==> config.mk <==
export PLATFORM = sky130hd
export DESIGN_NAME = ascii_command_line_decoder
export DESIGN_NICKNAME = d
export VERILOG_FILES = /design/src/acld_pkg.sv /design/src/acld_parser.sv /design/src/ascii_command_line_decoder.sv
export SDC_FILE = /design/constraint.sdc
export NUM_CORES = 1
export LEC_CHECK = 0
export BUFFER_PORTS_ARGS = -buffer_cell sky130_fd_sc_hd__buf_4
export CAP_MARGIN = 10
export CORE_UTILIZATION = 63
export DETAILED_ROUTE_END_ITERATION = 7
export PLACE_DENSITY = 0.85
export SLEW_MARGIN = 25
export SYNTH_ARGS = -nofsm -noshare
export SYNTH_HDL_FRONTEND = slang
export SYNTH_SLANG_ARGS = --single-unit
==> constraint.sdc <==
create_clock -name i_clk -period 9.18 [get_ports i_clk]
set_input_delay 1.836 -clock i_clk [delete_from_list [all_inputs] [get_ports i_clk]]
set_output_delay 1.836 -clock i_clk [all_outputs]
set_load 0.02 [all_outputs]
==> src/acld_pkg.sv <==
// Shared types, codes and command word table for the ASCII command line decoder.
package acld_pkg;

    localparam int LINE_CAPACITY_DEF = 64;

    localparam int ByteW  = 8;
    localparam int KindW  = 4;
    localparam int TestW  = 3;
    localparam int PulseW = 20;
    localparam int AccW   = 32;

    // Result kinds as seen on the output channel.
    localparam logic [KindW-1:0] K_PING        = 4'd0;
    localparam logic [KindW-1:0] K_STATUS      = 4'd1;
    localparam logic [KindW-1:0] K_CLEAR       = 4'd2;
    localparam logic [KindW-1:0] K_RUN         = 4'd3;
    localparam logic [KindW-1:0] K_HELP        = 4'd4;
    localparam logic [KindW-1:0] K_BAD_COMMAND = 4'd5;
    localparam logic [KindW-1:0] K_TOO_LONG    = 4'd6;
    localparam logic [KindW-1:0] K_BAD_ID      = 4'd7;
    localparam logic [KindW-1:0] K_ID_RANGE    = 4'd8;
    localparam logic [KindW-1:0] K_BAD_PULSE   = 4'd9;
    localparam logic [KindW-1:0] K_PULSE_RANGE = 4'd10;

    localparam logic [TestW-1:0] TEST_MIN = 3'd1;
    localparam logic [TestW-1:0] TEST_MAX = 3'd6;

    // Command word indexes; the first match wins when several are complete.
    localparam int NumWords = 5;
    localparam logic [2:0] WORD_PING   = 3'd0;
    localparam logic [2:0] WORD_STATUS = 3'd1;
    localparam logic [2:0] WORD_CLEAR  = 3'd2;
    localparam logic [2:0] WORD_RUN    = 3'd3;
    localparam logic [2:0] WORD_HELP   = 3'd4;
    localparam logic [2:0] WORD_NONE   = 3'd5;

    typedef struct packed {
        logic              valid;
        logic [KindW-1:0]  kind;
        logic [TestW-1:0]  test;
        logic [PulseW-1:0] pulse;
    } t_result;

    // Upper-case text of a command word; byte 0 is the first character.
    function automatic logic [7:0] word_char(input logic [2:0] w, input logic [2:0] col);
        logic [7:0][7:0] text;
        begin
            case (w)
                WORD_PING:   text = {8'h00, 8'h00, 8'h00, 8'h00, "G", "N", "I", "P"};
                WORD_STATUS: text = {8'h00, 8'h00, "S", "U", "T", "A", "T", "S"};
                WORD_CLEAR:  text = {8'h00, 8'h00, 8'h00, "R", "A", "E", "L", "C"};
                WORD_RUN:    text = {8'h00, 8'h00, 8'h00, 8'h00, 8'h00, "N", "U", "R"};
                WORD_HELP:   text = {8'h00, 8'h00, 8'h00, 8'h00, "P", "L", "E", "H"};
                default:     text = '0;
            endcase
            return text[col];
        end
    endfunction

    function automatic logic [2:0] word_len(input logic [2:0] w);
        case (w)
            WORD_PING:   return 3'd4;
            WORD_STATUS: return 3'd6;
            WORD_CLEAR:  return 3'd5;
            WORD_RUN:    return 3'd3;
            WORD_HELP:   return 3'd4;
            default:     return 3'd0;
        endcase
    endfunction

    function automatic logic [KindW-1:0] word_kind(input logic [2:0] w);
        case (w)
            WORD_PING:   return K_PING;
            WORD_STATUS: return K_STATUS;
            WORD_CLEAR:  return K_CLEAR;
            WORD_RUN:    return K_RUN;
            WORD_HELP:   return K_HELP;
            default:     return K_BAD_COMMAND;
        endcase
    endfunction

endpackage

==> src/acld_parser.sv <==
// Per-byte line parser: line state registers and their single-pass next-state logic.
module acld_parser #(
    parameter int LINE_CAPACITY = acld_pkg::LINE_CAPACITY_DEF
) (
    input  logic                      i_clk,
    input  logic                      i_rst_n,
    input  logic                      i_step,
    input  logic [acld_pkg::ByteW-1:0] i_byte,
    output acld_pkg::t_result         o_result
);
    import acld_pkg::*;

    localparam int CountW = $clog2(LINE_CAPACITY);
    localparam logic [CountW-1:0] LastCount = CountW'(LINE_CAPACITY - 1);

    localparam logic [3:0] PH_LEAD      = 4'd0;
    localparam logic [3:0] PH_WORD      = 4'd1;
    localparam logic [3:0] PH_TAIL      = 4'd2;
    localparam logic [3:0] PH_ID_START  = 4'd3;
    localparam logic [3:0] PH_ID_ZERO   = 4'd4;
    localparam logic [3:0] PH_ID_DIGITS = 4'd5;
    localparam logic [3:0] PH_AFTER_ID  = 4'd6;
    localparam logic [3:0] PH_P_ZERO    = 4'd7;
    localparam logic [3:0] PH_P_DIGITS  = 4'd8;
    localparam logic [3:0] PH_P_TAIL    = 4'd9;
    localparam logic [3:0] PH_FAULT     = 4'd10;

    localparam logic [ByteW-1:0] ChCr    = 8'd13;
    localparam logic [ByteW-1:0] ChLf    = 8'd10;
    localparam logic [ByteW-1:0] ChSpace = 8'd32;
    localparam logic [ByteW-1:0] ChTab   = 8'd9;
    localparam logic [ByteW-1:0] ChNul   = 8'd0;
    localparam logic [ByteW-1:0] ChZero  = 8'd48;
    localparam logic [ByteW-1:0] ChLowX  = 8'd120;
    localparam logic [ByteW-1:0] ChUpX   = 8'd88;

    localparam logic [AccW-1:0] DecLimit   = 32'd429496729;
    localparam logic [AccW-1:0] HexLimit   = 32'h0FFF_FFFF;
    localparam logic [AccW-1:0] PulseMax   = 32'h000F_FFFF;
    localparam logic [AccW-1:0] PulseReset = 32'd10;

    logic [CountW-1:0] r_count, n_count;
    logic              r_too_long, n_too_long;
    logic              r_text_ended, n_text_ended;
    logic [3:0]        r_phase, n_phase;
    logic [2:0]        r_col, n_col;
    logic [NumWords-1:0] r_match, n_match;
    logic [AccW-1:0]   r_acc, n_acc;
    logic              r_ds, n_ds;
    logic              r_hex, n_hex;
    logic [TestW-1:0]  r_id, n_id;
    logic [AccW-1:0]   r_pulse, n_pulse;
    logic [KindW-1:0]  r_fault, n_fault;

    always_ff @(posedge i_clk) begin
        if (!i_rst_n) begin
            r_count      <= '0;
            r_too_long   <= 1'b0;
            r_text_ended <= 1'b0;
            r_phase      <= PH_LEAD;
            r_col        <= '0;
            r_match      <= '1;
            r_acc        <= '0;
            r_ds         <= 1'b0;
            r_hex        <= 1'b0;
            r_id         <= '0;
            r_pulse      <= PulseReset;
            r_fault      <= '0;
        end else if (i_step) begin
            r_count      <= n_count;
            r_too_long   <= n_too_long;
            r_text_ended <= n_text_ended;
            r_phase      <= n_phase;
            r_col        <= n_col;
            r_match      <= n_match;
            r_acc        <= n_acc;
            r_ds         <= n_ds;
            r_hex        <= n_hex;
            r_id         <= n_id;
            r_pulse      <= n_pulse;
            r_fault      <= n_fault;
        end
    end

    always_comb begin
        logic             is_sp;
        logic [7:0]       up;
        logic [4:0]       dig;
        logic [2:0]       mw;
        logic             num_pulse;
        logic [AccW-1:0]  eff_acc;
        logic             eff_hex;
        logic             eff_ds;
        logic             dvalid;
        logic             ovf;
        logic [AccW-1:0]  acc_dig;
        logic             do_num;
        logic             fin_valid;
        logic             run_check;
        logic [KindW-1:0] fin_kind;
        logic [TestW-1:0] fin_id;
        logic [AccW-1:0]  fin_p;

        n_count      = r_count;
        n_too_long   = r_too_long;
        n_text_ended = r_text_ended;
        n_phase      = r_phase;
        n_col        = r_col;
        n_match      = r_match;
        n_acc        = r_acc;
        n_ds         = r_ds;
        n_hex        = r_hex;
        n_id         = r_id;
        n_pulse      = r_pulse;
        n_fault      = r_fault;
        o_result     = '0;
        do_num       = 1'b0;

        is_sp = (i_byte == ChSpace) || (i_byte == ChTab);
        up = (i_byte >= 8'd97 && i_byte <= 8'd122) ? i_byte - 8'd32 : i_byte;
        if (i_byte >= 8'd48 && i_byte <= 8'd57) begin
            dig = {1'b0, i_byte[3:0]};
        end else if (up >= 8'd65 && up <= 8'd70) begin
            dig = 5'({1'b0, up[3:0]} + 5'd9);
        end else begin
            dig = 5'd16;
        end

        // First command word that is complete at the current column.
        mw = WORD_NONE;
        for (int w = NumWords - 1; w >= 0; w--) begin
            if (r_match[w] && r_col == word_len(3'(w))) begin
                mw = 3'(w);
            end
        end

        num_pulse = (r_phase == PH_AFTER_ID) || (r_phase == PH_P_ZERO) ||
                    (r_phase == PH_P_DIGITS);

        // Number context the digit step works on for this byte.
        eff_acc = '0;
        eff_hex = 1'b0;
        eff_ds  = 1'b0;
        if (r_phase == PH_ID_DIGITS || r_phase == PH_P_DIGITS) begin
            eff_acc = r_acc;
            eff_hex = r_hex;
            eff_ds  = r_ds;
        end else if (r_phase == PH_ID_ZERO || r_phase == PH_P_ZERO) begin
            eff_ds = 1'b1;
        end

        dvalid = eff_hex ? (dig < 5'd16) : (dig < 5'd10);
        if (eff_hex) begin
            ovf     = eff_acc > HexLimit;
            acc_dig = {eff_acc[AccW-5:0], dig[3:0]};
        end else begin
            ovf     = (eff_acc > DecLimit) || (eff_acc == DecLimit && dig > 5'd5);
            acc_dig = {eff_acc[AccW-4:0], 3'b000} + {eff_acc[AccW-2:0], 1'b0} +
                      {28'd0, dig[3:0]};
        end

        // Outcome of the line if it ended now.
        fin_valid = 1'b1;
        run_check = 1'b0;
        fin_kind  = r_fault;
        fin_id    = r_id;
        fin_p     = r_pulse;
        case (r_phase)
            PH_LEAD:     fin_valid = 1'b0;
            PH_WORD:     fin_kind = (mw == WORD_RUN) ? K_BAD_ID : word_kind(mw);
            PH_TAIL:     fin_kind = word_kind(mw);
            PH_ID_START: fin_kind = K_BAD_ID;
            PH_ID_ZERO:  fin_kind = K_ID_RANGE;
            PH_ID_DIGITS: begin
                if (!r_ds) begin
                    fin_kind = K_BAD_ID;
                end else if (r_acc == '0 || r_acc > AccW'(TEST_MAX)) begin
                    fin_kind = K_ID_RANGE;
                end else begin
                    fin_id    = r_acc[TestW-1:0];
                    run_check = 1'b1;
                end
            end
            PH_AFTER_ID: run_check = 1'b1;
            PH_P_ZERO:   fin_kind = K_PULSE_RANGE;
            PH_P_DIGITS: begin
                if (!r_ds) begin
                    fin_kind = K_BAD_PULSE;
                end else begin
                    fin_p     = r_acc;
                    run_check = 1'b1;
                end
            end
            PH_P_TAIL:   run_check = 1'b1;
            default:     fin_kind = r_fault;
        endcase
        if (run_check) begin
            fin_kind = (fin_p == '0 || fin_p > PulseMax) ? K_PULSE_RANGE : K_RUN;
        end

        if (i_byte == ChCr || i_byte == ChLf) begin
            if (r_too_long) begin
                o_result.valid = 1'b1;
                o_result.kind  = K_TOO_LONG;
            end else if (r_count != '0 && fin_valid) begin
                o_result.valid = 1'b1;
                o_result.kind  = fin_kind;
                if (fin_kind == K_RUN) begin
                    o_result.test  = fin_id;
                    o_result.pulse = fin_p[PulseW-1:0];
                end
            end
            n_count      = '0;
            n_too_long   = 1'b0;
            n_text_ended = 1'b0;
            n_phase      = PH_LEAD;
            n_col        = '0;
            n_match      = '1;
            n_acc        = '0;
            n_ds         = 1'b0;
            n_hex        = 1'b0;
            n_id         = '0;
            n_pulse      = PulseReset;
            n_fault      = '0;
        end else if (!r_too_long) begin
            if (r_count != LastCount) begin
                n_count      = r_count + 1'b1;
                n_text_ended = r_text_ended || (i_byte == ChNul);
                if (!n_text_ended) begin
                    case (r_phase)
                        PH_LEAD, PH_WORD: begin
                            if (is_sp) begin
                                if (r_phase == PH_WORD) begin
                                    if (mw == WORD_NONE) begin
                                        n_fault = K_BAD_COMMAND;
                                        n_phase = PH_FAULT;
                                    end else begin
                                        n_match = NumWords'(1) << mw;
                                        n_phase = (mw == WORD_RUN) ? PH_ID_START : PH_TAIL;
                                    end
                                end
                            end else begin
                                n_phase = PH_WORD;
                                for (int w = 0; w < NumWords; w++) begin
                                    if (r_col >= word_len(3'(w)) ||
                                        up != word_char(3'(w), r_col)) begin
                                        n_match[w] = 1'b0;
                                    end
                                end
                                if (r_col != 3'd7) begin
                                    n_col = r_col + 3'd1;
                                end
                            end
                        end
                        PH_TAIL: begin
                            if (!is_sp) begin
                                n_fault = K_BAD_COMMAND;
                                n_phase = PH_FAULT;
                            end
                        end
                        PH_ID_START, PH_AFTER_ID: begin
                            if (!is_sp) begin
                                n_acc = '0;
                                n_hex = 1'b0;
                                n_ds  = 1'b0;
                                if (i_byte == ChZero) begin
                                    n_phase = num_pulse ? PH_P_ZERO : PH_ID_ZERO;
                                end else begin
                                    n_phase = num_pulse ? PH_P_DIGITS : PH_ID_DIGITS;
                                    do_num  = 1'b1;
                                end
                            end
                        end
                        PH_ID_ZERO, PH_P_ZERO: begin
                            n_phase = num_pulse ? PH_P_DIGITS : PH_ID_DIGITS;
                            n_acc   = '0;
                            if (i_byte == ChLowX || i_byte == ChUpX) begin
                                n_hex = 1'b1;
                                n_ds  = 1'b0;
                            end else begin
                                n_hex  = 1'b0;
                                n_ds   = 1'b1;
                                do_num = 1'b1;
                            end
                        end
                        PH_ID_DIGITS, PH_P_DIGITS: do_num = 1'b1;
                        default: ;
                    endcase

                    if (do_num) begin
                        if (!dvalid) begin
                            // The number ends at this byte.
                            if (!num_pulse) begin
                                if (!eff_ds) begin
                                    n_fault = K_BAD_ID;
                                    n_phase = PH_FAULT;
                                end else if (eff_acc == '0 || eff_acc > AccW'(TEST_MAX)) begin
                                    n_fault = K_ID_RANGE;
                                    n_phase = PH_FAULT;
                                end else if (is_sp) begin
                                    n_id    = eff_acc[TestW-1:0];
                                    n_phase = PH_AFTER_ID;
                                end else begin
                                    // A non-digit glued to the id cannot start a pulse.
                                    n_fault = K_BAD_PULSE;
                                    n_phase = PH_FAULT;
                                end
                            end else begin
                                if (!eff_ds) begin
                                    n_fault = K_BAD_PULSE;
                                    n_phase = PH_FAULT;
                                end else begin
                                    n_pulse = eff_acc;
                                    if (is_sp) begin
                                        n_phase = PH_P_TAIL;
                                    end else begin
                                        n_fault = K_BAD_PULSE;
                                        n_phase = PH_FAULT;
                                    end
                                end
                            end
                        end else if (ovf) begin
                            n_fault = num_pulse ? K_BAD_PULSE : K_BAD_ID;
                            n_phase = PH_FAULT;
                        end else begin
                            n_acc = acc_dig;
                            n_ds  = 1'b1;
                        end
                    end
                end
            end else begin
                n_too_long = 1'b1;
            end
        end
    end

endmodule

==> src/ascii_command_line_decoder.sv <==
// Top level of the ASCII command line decoder: input register, parser and result register.
//
// Usage: received bytes arrive on the input channel (i_valid, o_ready, i_rx_byte), one byte
// per beat. When a carriage return or line feed is taken, the decoded command for the line
// leaves on the output channel (o_valid, i_ready) as one beat carrying o_command_kind,
// o_test_number and o_pulse_cycles. A blank line, or any other byte, produces no beat.
//
// Timing: a terminator byte accepted into the input register is parsed into the result register
// when that register is free, and its result is presented on o_valid from then on. Throughput:
// one byte per cycle while no result beat is stalled. Each byte is parsed in a single
// combinational pass from the input register into the parser state and the result register.
//
// Reset (i_rst_n low, synchronous) empties both registers and returns the parser to the
// start of a fresh line.
//
// When the receiver holds i_ready low with a result waiting, the input register fills and
// o_ready drops until the result beat is taken; no byte or result is lost.
module ascii_command_line_decoder #(
    parameter int LINE_CAPACITY = acld_pkg::LINE_CAPACITY_DEF
) (
    input  logic                       i_clk,
    input  logic                       i_rst_n,
    input  logic                       i_valid,
    output logic                       o_ready,
    input  logic [acld_pkg::ByteW-1:0]  i_rx_byte,
    output logic                       o_valid,
    input  logic                       i_ready,
    output logic [acld_pkg::KindW-1:0]  o_command_kind,
    output logic [acld_pkg::TestW-1:0]  o_test_number,
    output logic [acld_pkg::PulseW-1:0] o_pulse_cycles
);
    import acld_pkg::*;

    logic             r_in_valid;
    logic [ByteW-1:0] r_in_byte;
    logic             r_out_valid;
    logic [KindW-1:0] r_kind;
    logic [TestW-1:0] r_test;
    logic [PulseW-1:0] r_pulse;
    logic             advance;
    t_result          parse_result;

    // The held byte is parsed whenever the result register can take whatever it yields.
    assign advance = r_in_valid && (!r_out_valid || i_ready);
    assign o_ready = !r_in_valid || advance;

    always_ff @(posedge i_clk) begin
        if (!i_rst_n) begin
            r_in_valid <= 1'b0;
        end else if (i_valid && o_ready) begin
            r_in_valid <= 1'b1;
        end else if (advance) begin
            r_in_valid <= 1'b0;
        end
    end

    always_ff @(posedge i_clk) begin
        if (i_valid && o_ready) begin
            r_in_byte <= i_rx_byte;
        end
    end

    acld_parser #(
        .LINE_CAPACITY(LINE_CAPACITY)
    ) u_parser (
        .i_clk    (i_clk),
        .i_rst_n  (i_rst_n),
        .i_step   (advance),
        .i_byte   (r_in_byte),
        .o_result (parse_result)
    );

    // Result register: loaded on each parsed byte, cleared once its beat is taken.
    always_ff @(posedge i_clk) begin
        if (!i_rst_n) begin
            r_out_valid <= 1'b0;
        end else if (advance) begin
            r_out_valid <= parse_result.valid;
        end else if (i_ready) begin
            r_out_valid <= 1'b0;
        end
    end

    always_ff @(posedge i_clk) begin
        if (advance && parse_result.valid) begin
            r_kind  <= parse_result.kind;
            r_test  <= parse_result.test;
            r_pulse <= parse_result.pulse;
        end
    end

    assign o_valid        = r_out_valid;
    assign o_command_kind = r_kind;
    assign o_test_number  = r_test;
    assign o_pulse_cycles = r_pulse;

endmodule

# Yosys cells after proc, flatten, opt, wreduce, memory -nomap -nowiden
# Cells that the tools add are included.
# op_classes
n_addsub	6
order_cmp	19
eq_ne	43
n_shift	1
mux	228
bitwise	3
n_reduce_logical	74
# op_table
cell	count
$mux 64	30
$mux 32	20
$mux 4	41
$mux 3	49
$bmux 8 s3	5
$logic_not 32->1	3
$gt 32x3->1 const B	2
$pmux 32 s2	1
$mux 28	2
$mux 5	11
$mux 8	6
$reduce_and 8->1	6
$mux 1	47
$mux 23	2
$ne 8x8->1	5
$add 32x32->32	1
$add 32x4->32	1
$eq 32x29->1 const B	1
$gt 32x20->1 const B	1
$gt 32x28->1 const B	1
$gt 32x29->1 const B	1
$pmux 4 s7	1
$eq 8x4->1 const B	3
$logic_or 1x1->1	19
52 further kinds	115
# word_totals
ff_bits	130
input_bits	12
out_inout_bits	29
wordCells	397

# Depth between registers and ports, before layout
# logic_depth
ltp_word	22
ltp_mapped	21

# Cells and area by module
# From an unflattened synthesis, not the netlist that was laid out.
# hier_totals
cells_unflattened	1217
hier_area_um2	9790.6
# modules_own_cells
module	instances	cells_each	area_per_inst_um2
acld_parser	1	1169	8627.0
ascii_command_line_decoder	1	48	1163.6

# Least setup slack after synthesis
# No wires, ideal clock.
# synth_timing
kind	reg2reg
from	reg u_parser.r_phase[0]
to	reg u_parser.r_acc[16]
setup_time_ns	0.117
t_arrival_ns	4.321
t_required_ns	9.063
slack_ns	4.742
stages_incl_launch_ff	19
synth_period_minus_slack_ns	4.438
path_cell_list	dfxtp_1 -> buf_2 -> or3b_1 -> a21oi_2 -> buf_4 -> clkbuf_1 -> clkbuf_1 -> and2_1 -> fa_1 -> fa_1 -> a21oi_1 -> o21ai_0 -> o31ai_1 -> o21ai_0 -> a21o_1 -> a21oi_1 -> xor2_1 -> o21ai_0 -> a22o_1
# synth_between
elab_chain_cells	14
word_cells_on_any_way	35
# synth_lines
item	line_no	rtl
from (decl)	acld_parser.sv:45	logic [3:0] r_phase, n_phase;
from (signal assigned)	acld_parser.sv:73	r_phase <= n_phase;
branches (longest 9 deep; another with $add 32x32->32)	--	
$mux 32 (*)	acld_parser.sv:290	if (do_num) begin
$mux 32 (*)	acld_parser.sv:229	if (!n_text_ended) begin
$mux 32 (*)	acld_parser.sv:226	if (r_count != LastCount) begin
$mux 32 (*)	acld_parser.sv:225	end else if (!r_too_long) begin
$mux 32 (*)	acld_parser.sv:201	if (i_byte == ChCr || i_byte == ChLf) begin
to (signal assigned)	acld_parser.sv:76	r_acc <= n_acc;
to (decl)	acld_parser.sv:48	logic [AccW-1:0] r_acc, n_acc;
# Every way passes the cells marked *. The select of a mux whose other input is x is not followed.
# A chain may end at the register's enable or synchronous reset.

# Worst setup path after layout
# layout_timing
from	reg r_in_byte[2]
to	reg u_parser.r_acc[16]
# layout_between
elab_chain_cells	18
word_cells_on_any_way	56
# layout_lines
item	line_no	rtl
from (decl)	ascii_command_line_decoder.sv:35	logic [ByteW-1:0] r_in_byte;
from (signal assigned)	ascii_command_line_decoder.sv:59	r_in_byte <= i_rx_byte;
branches (longest 18 deep; another with $add 32x4->32)	--	
# Parallel ways; which one is timed is not known. The select of a mux whose other input is x is not followed.

==> flow_summary.toml <==
[run_status]
outcome = "complete, but fails checks"
failed_checks = "DRC"

[synth]
synth_edf_count = 35
async_flop_share = 0
ys_types = 88
syn_area_per_cell_um2 = 8.080
synth_seq_cells = 130
syn_nets = 1283
synth_top_cell_by_area = "dfxtp_1"
netlist_area_um2 = 9607
ys_warn_count = 0
postSynthCellCount = 1189
synthTopCellsByArea = "dfxtp_1 20%, edfxtp_1 11%, ha_1 10%, nand2_1 5.9%, a21oi_1 4.7%"
yosysSeqAreaShare = 0.3074
synth_top_area_share = 0.1980
synth_flop_cell = "dfxtp_1"

[floorplan]
die_area_um2 = 15750
die_w_um = 125.5
io_pins = 41
num_rows = 44
die_y_um = 125.5
start_util = 0.6536
coreArea_um2 = 14700

[critical_path]
r2r_setup_slack_ps = 4320
cp-start-kind = "register"
crit_path_start = "r_in_byte[2]"
r2r-end = "u_parser.r_acc[16]"
criticalPathCategory = "register to register"
cp-end-kind = "register"
cp.arrival_ps = 5190
required_ps = 9510
rr_startpoint = "r_in_byte[2]"
path_max_fanout = 19
reg2reg_depth = 18

[pwr]
cellLeakagePower_nw = 4.215
ir_worst_vdd_mv = 0.1438
power_density_nw_per_um2 = 130.8

[cts]
clk_latency_ps = 440
post_cts_buffers = 0
cts_resized = 0
ctsLongestPathBuffers = 2
cts.reportedPaths.clkPinSlew_ps = 60
cts_tree = "built"
cts_root_buf = "clkbuf_16"
ctsHoldBuffers = 0
htreeDepth = 4
cts.sinks = 130
cts_made_buffers = 17

[grt]
busiest_layer = "met2"
first_global_vias = 8246
gr-total-overflow = 0
use_met1 = 0.4468
grt_use_total = 0.3211
grt_start_max_net_pins = 65
grt_util_met3 = 0.05178
antenna_found_initial = 0
use_met2 = 0.5023
grt_pass1_wl_um = 40910

[final_layout]
syn_to_final_growth_pct = 8.766
post_route_cells_drive_above_1_share = 0.08969
final_nets = 1274
insertedDiodeCount = 0

[timing]
fin_ws_ps = 4316
tightest_slew_ps = 1027
timing.slew.headroom = 0.3123
grt_setup_unrepaired = "no"
clock_skew_ps = 13.79
min_period_ps = 4864
worst_hold_slack_ps = 468.7
post-route-period-util = 0.5298
timing.fmax_ghz = 0.2056
finalHoldViolations = 0
setup_violations = 0
slew_violations = 0
setup_tns_ps = 0

[placed_design]
pre_cts_slack_ps = 4414
hpwl_um = 16870
portBuffers = 40
place.gp.congestion = 0.9319

[drt]
wire_per_inst_um = 17.81
vias_per_cell = 6.510
drc = 9
drt_iter0_drc = 949
wl_um = 24520
drt_pass1_iterations = 7
vias = 8964
ant_nets = 0

[hold_path]
hold-path-endpoint = "u_parser.r_pulse[20]"
hold_class = "register to register"
hold_start = "u_parser.r_pulse[20]"
whs_path_depth = 2

[run]
maxCapViolCount = 0
==> worst max path at each step <==
| stage | endpoint | slack, ps | depth (start not counted) |
|---|---|---|---|
| after global routing | u_parser.r_acc[16] | 3940 | 18 |
| after global placement | u_parser.r_acc[31] | 4460 | 18 |
| after floorplan | u_parser.r_acc[16] | 4740 | 18 |
| after detailed placement | u_parser.r_acc[31] | 4410 | 18 |
| final | u_parser.r_acc[16] | 4320 | 18 |
| after CTS | u_parser.r_acc[31] | 4390 | 18 |
==> stage by stage <==
step	utilization	cell area (µm²)	total power, W	std cells
3_5_place_dp	0.6719	9877	0.0007175	1345
3_3_place_gp	0.6719	9876	0.0007152	1345
4_1_cts	0.7108	10450	0.001370	1377
5_1_grt	0.7108	10450	0.001408	1377
2_1_floorplan	-	9607	0.0006950	1189
6_report	0.7108	10450	0.001366	1377
==> sequential cells by signal, summed over array words and instances, names as in the netlist, 3 cells and up <==
name and count:
u_parser.r_phase 4, u_parser.r_col 3, r_in_byte 8, o_test_number 3
o_pulse_cycles 20, u_parser.r_acc 32, u_parser.r_match 5, u_parser.r_count 6
u_parser.r_id 3, o_command_kind 4, u_parser.r_pulse 32, u_parser.r_fault 4
==> power breakdown <==
| group | total, W | internal (W) | switching [W] | leakage [nW] |
|---|---|---|---|---|
| combinational | 0.0000965 | 0.0000380 | 0.0000585 | 2.89 |
| clock | 0.000657 | 0.000359 | 0.000298 | 0.277 |
| sequential | 0.000612 | 0.000593 | 0.0000189 | 1.05 |
==> metal layers <==
metal,wire [µm],vias up
met4,456,0
met2,11010,414
met5,0,-
met1,11080,4162
met3,1982,38
li1,-,4350
==> cells by family (layout without fill, tap and decap cells) <==
logic type	Yosys count	in the layout	share of synthesized area
simple gates	457	457	0.2372
compound gates	348	348	0.2394
flops	130	130	0.3074
buf+inv	108	112	0.04728
fa+ha+maj	84	84	0.1104
xor+xnor	49	49	0.04467
mux	13	13	0.01368
==> Yosys cell counts (all sizes together) (5+ instances only) <==
cell type / number
ha: 80
a31oi: 21
nor3b: 5
xnor2: 20
nor2b: 12
or2: 8
or4: 5
nand4: 14
nand2: 150
o211ai: 5
a21o: 18
nand3b: 6
inv: 32
nand2b: 12
buf: 18
a41oi: 5
clkbuf: 58
dfxtp: 95
and3: 8
or3: 6
o21a: 10
xor2: 29
o2bb2ai: 7
and2: 41
edfxtp: 35
nor2: 71
a21oi: 92
o21ai: 94
a22o: 27
nor3: 23
nor4: 29
o31ai: 5
a211oi: 6
a22oi: 5
mux2i: 12
nand3: 56
a211o: 5
==> layout by cell type, fill, tap and decap left out, types with 5 or more instances in the layout <==
| cell type | Yosys | layout |
|---|---|---|
| or3_1 | 6 | 6 |
| nand3b_1 | 6 | 6 |
| a22o_1 | 27 | 27 |
| inv_1 | 31 | 31 |
| nor4_1 | 28 | 28 |
| buf_4 | 4 | 48 |
| o31ai_1 | 5 | 5 |
| a41oi_1 | 5 | 5 |
| nand2_1 | 150 | 150 |
| and2_1 | 40 | 40 |
| a21oi_1 | 90 | 90 |
| or2_2 | 8 | 8 |
| nand3_1 | 55 | 55 |
| mux2i_1 | 12 | 12 |
| o2bb2ai_1 | 7 | 7 |
| xnor2_1 | 20 | 20 |
| ha_1 | 80 | 80 |
| clkbuf_16 | 0 | 17 |
| a22oi_1 | 5 | 5 |
| dfxtp_1 | 95 | 95 |
| nand4_1 | 14 | 14 |
| nor3b_1 | 5 | 5 |
| o21a_1 | 10 | 10 |
| o21ai_0 | 90 | 90 |
| nor2b_1 | 12 | 12 |
| o211ai_1 | 5 | 5 |
| a21o_1 | 18 | 17 |
| nand2b_1 | 12 | 12 |
| edfxtp_1 | 35 | 35 |
| nor2_1 | 71 | 71 |
| a31oi_1 | 21 | 21 |
| xor2_1 | 29 | 29 |
| and3_1 | 7 | 6 |
| nor3_1 | 23 | 23 |
| inv_8 | 0 | 5 |
==> worst max-delay path, cell delays in order (launching register included) <==
cell      delay [ps]
edfxtp_1         850
inv_1            270
o311a_1          480
nand2_1          130
nor2_1            50
o21ai_0          130
o21ai_0          150
ha_1             300
ha_1             230
fa_1             420
a21oi_1          210
o21ai_0          170
o31ai_1          280
o21ai_0          260
a21o_1           240
a21oi_1          170
xor2_1           150
o21ai_0           80
a22o_1           190
==> area by class of cell <==
class / count / area, µm²
Timing Repair Buffer: 48 / 360.3
Sequential cell: 130 / 2953
Fill cell: 1177 / 4250
Tap cell: 184 / 230.2
Clock inverter: 15 / 145.1
Multi-Input combinational cell: 951 / 6215
Clock buffer: 17 / 425.4
Inverter: 32 / 120.1
(Power assumes the default switching activity.)
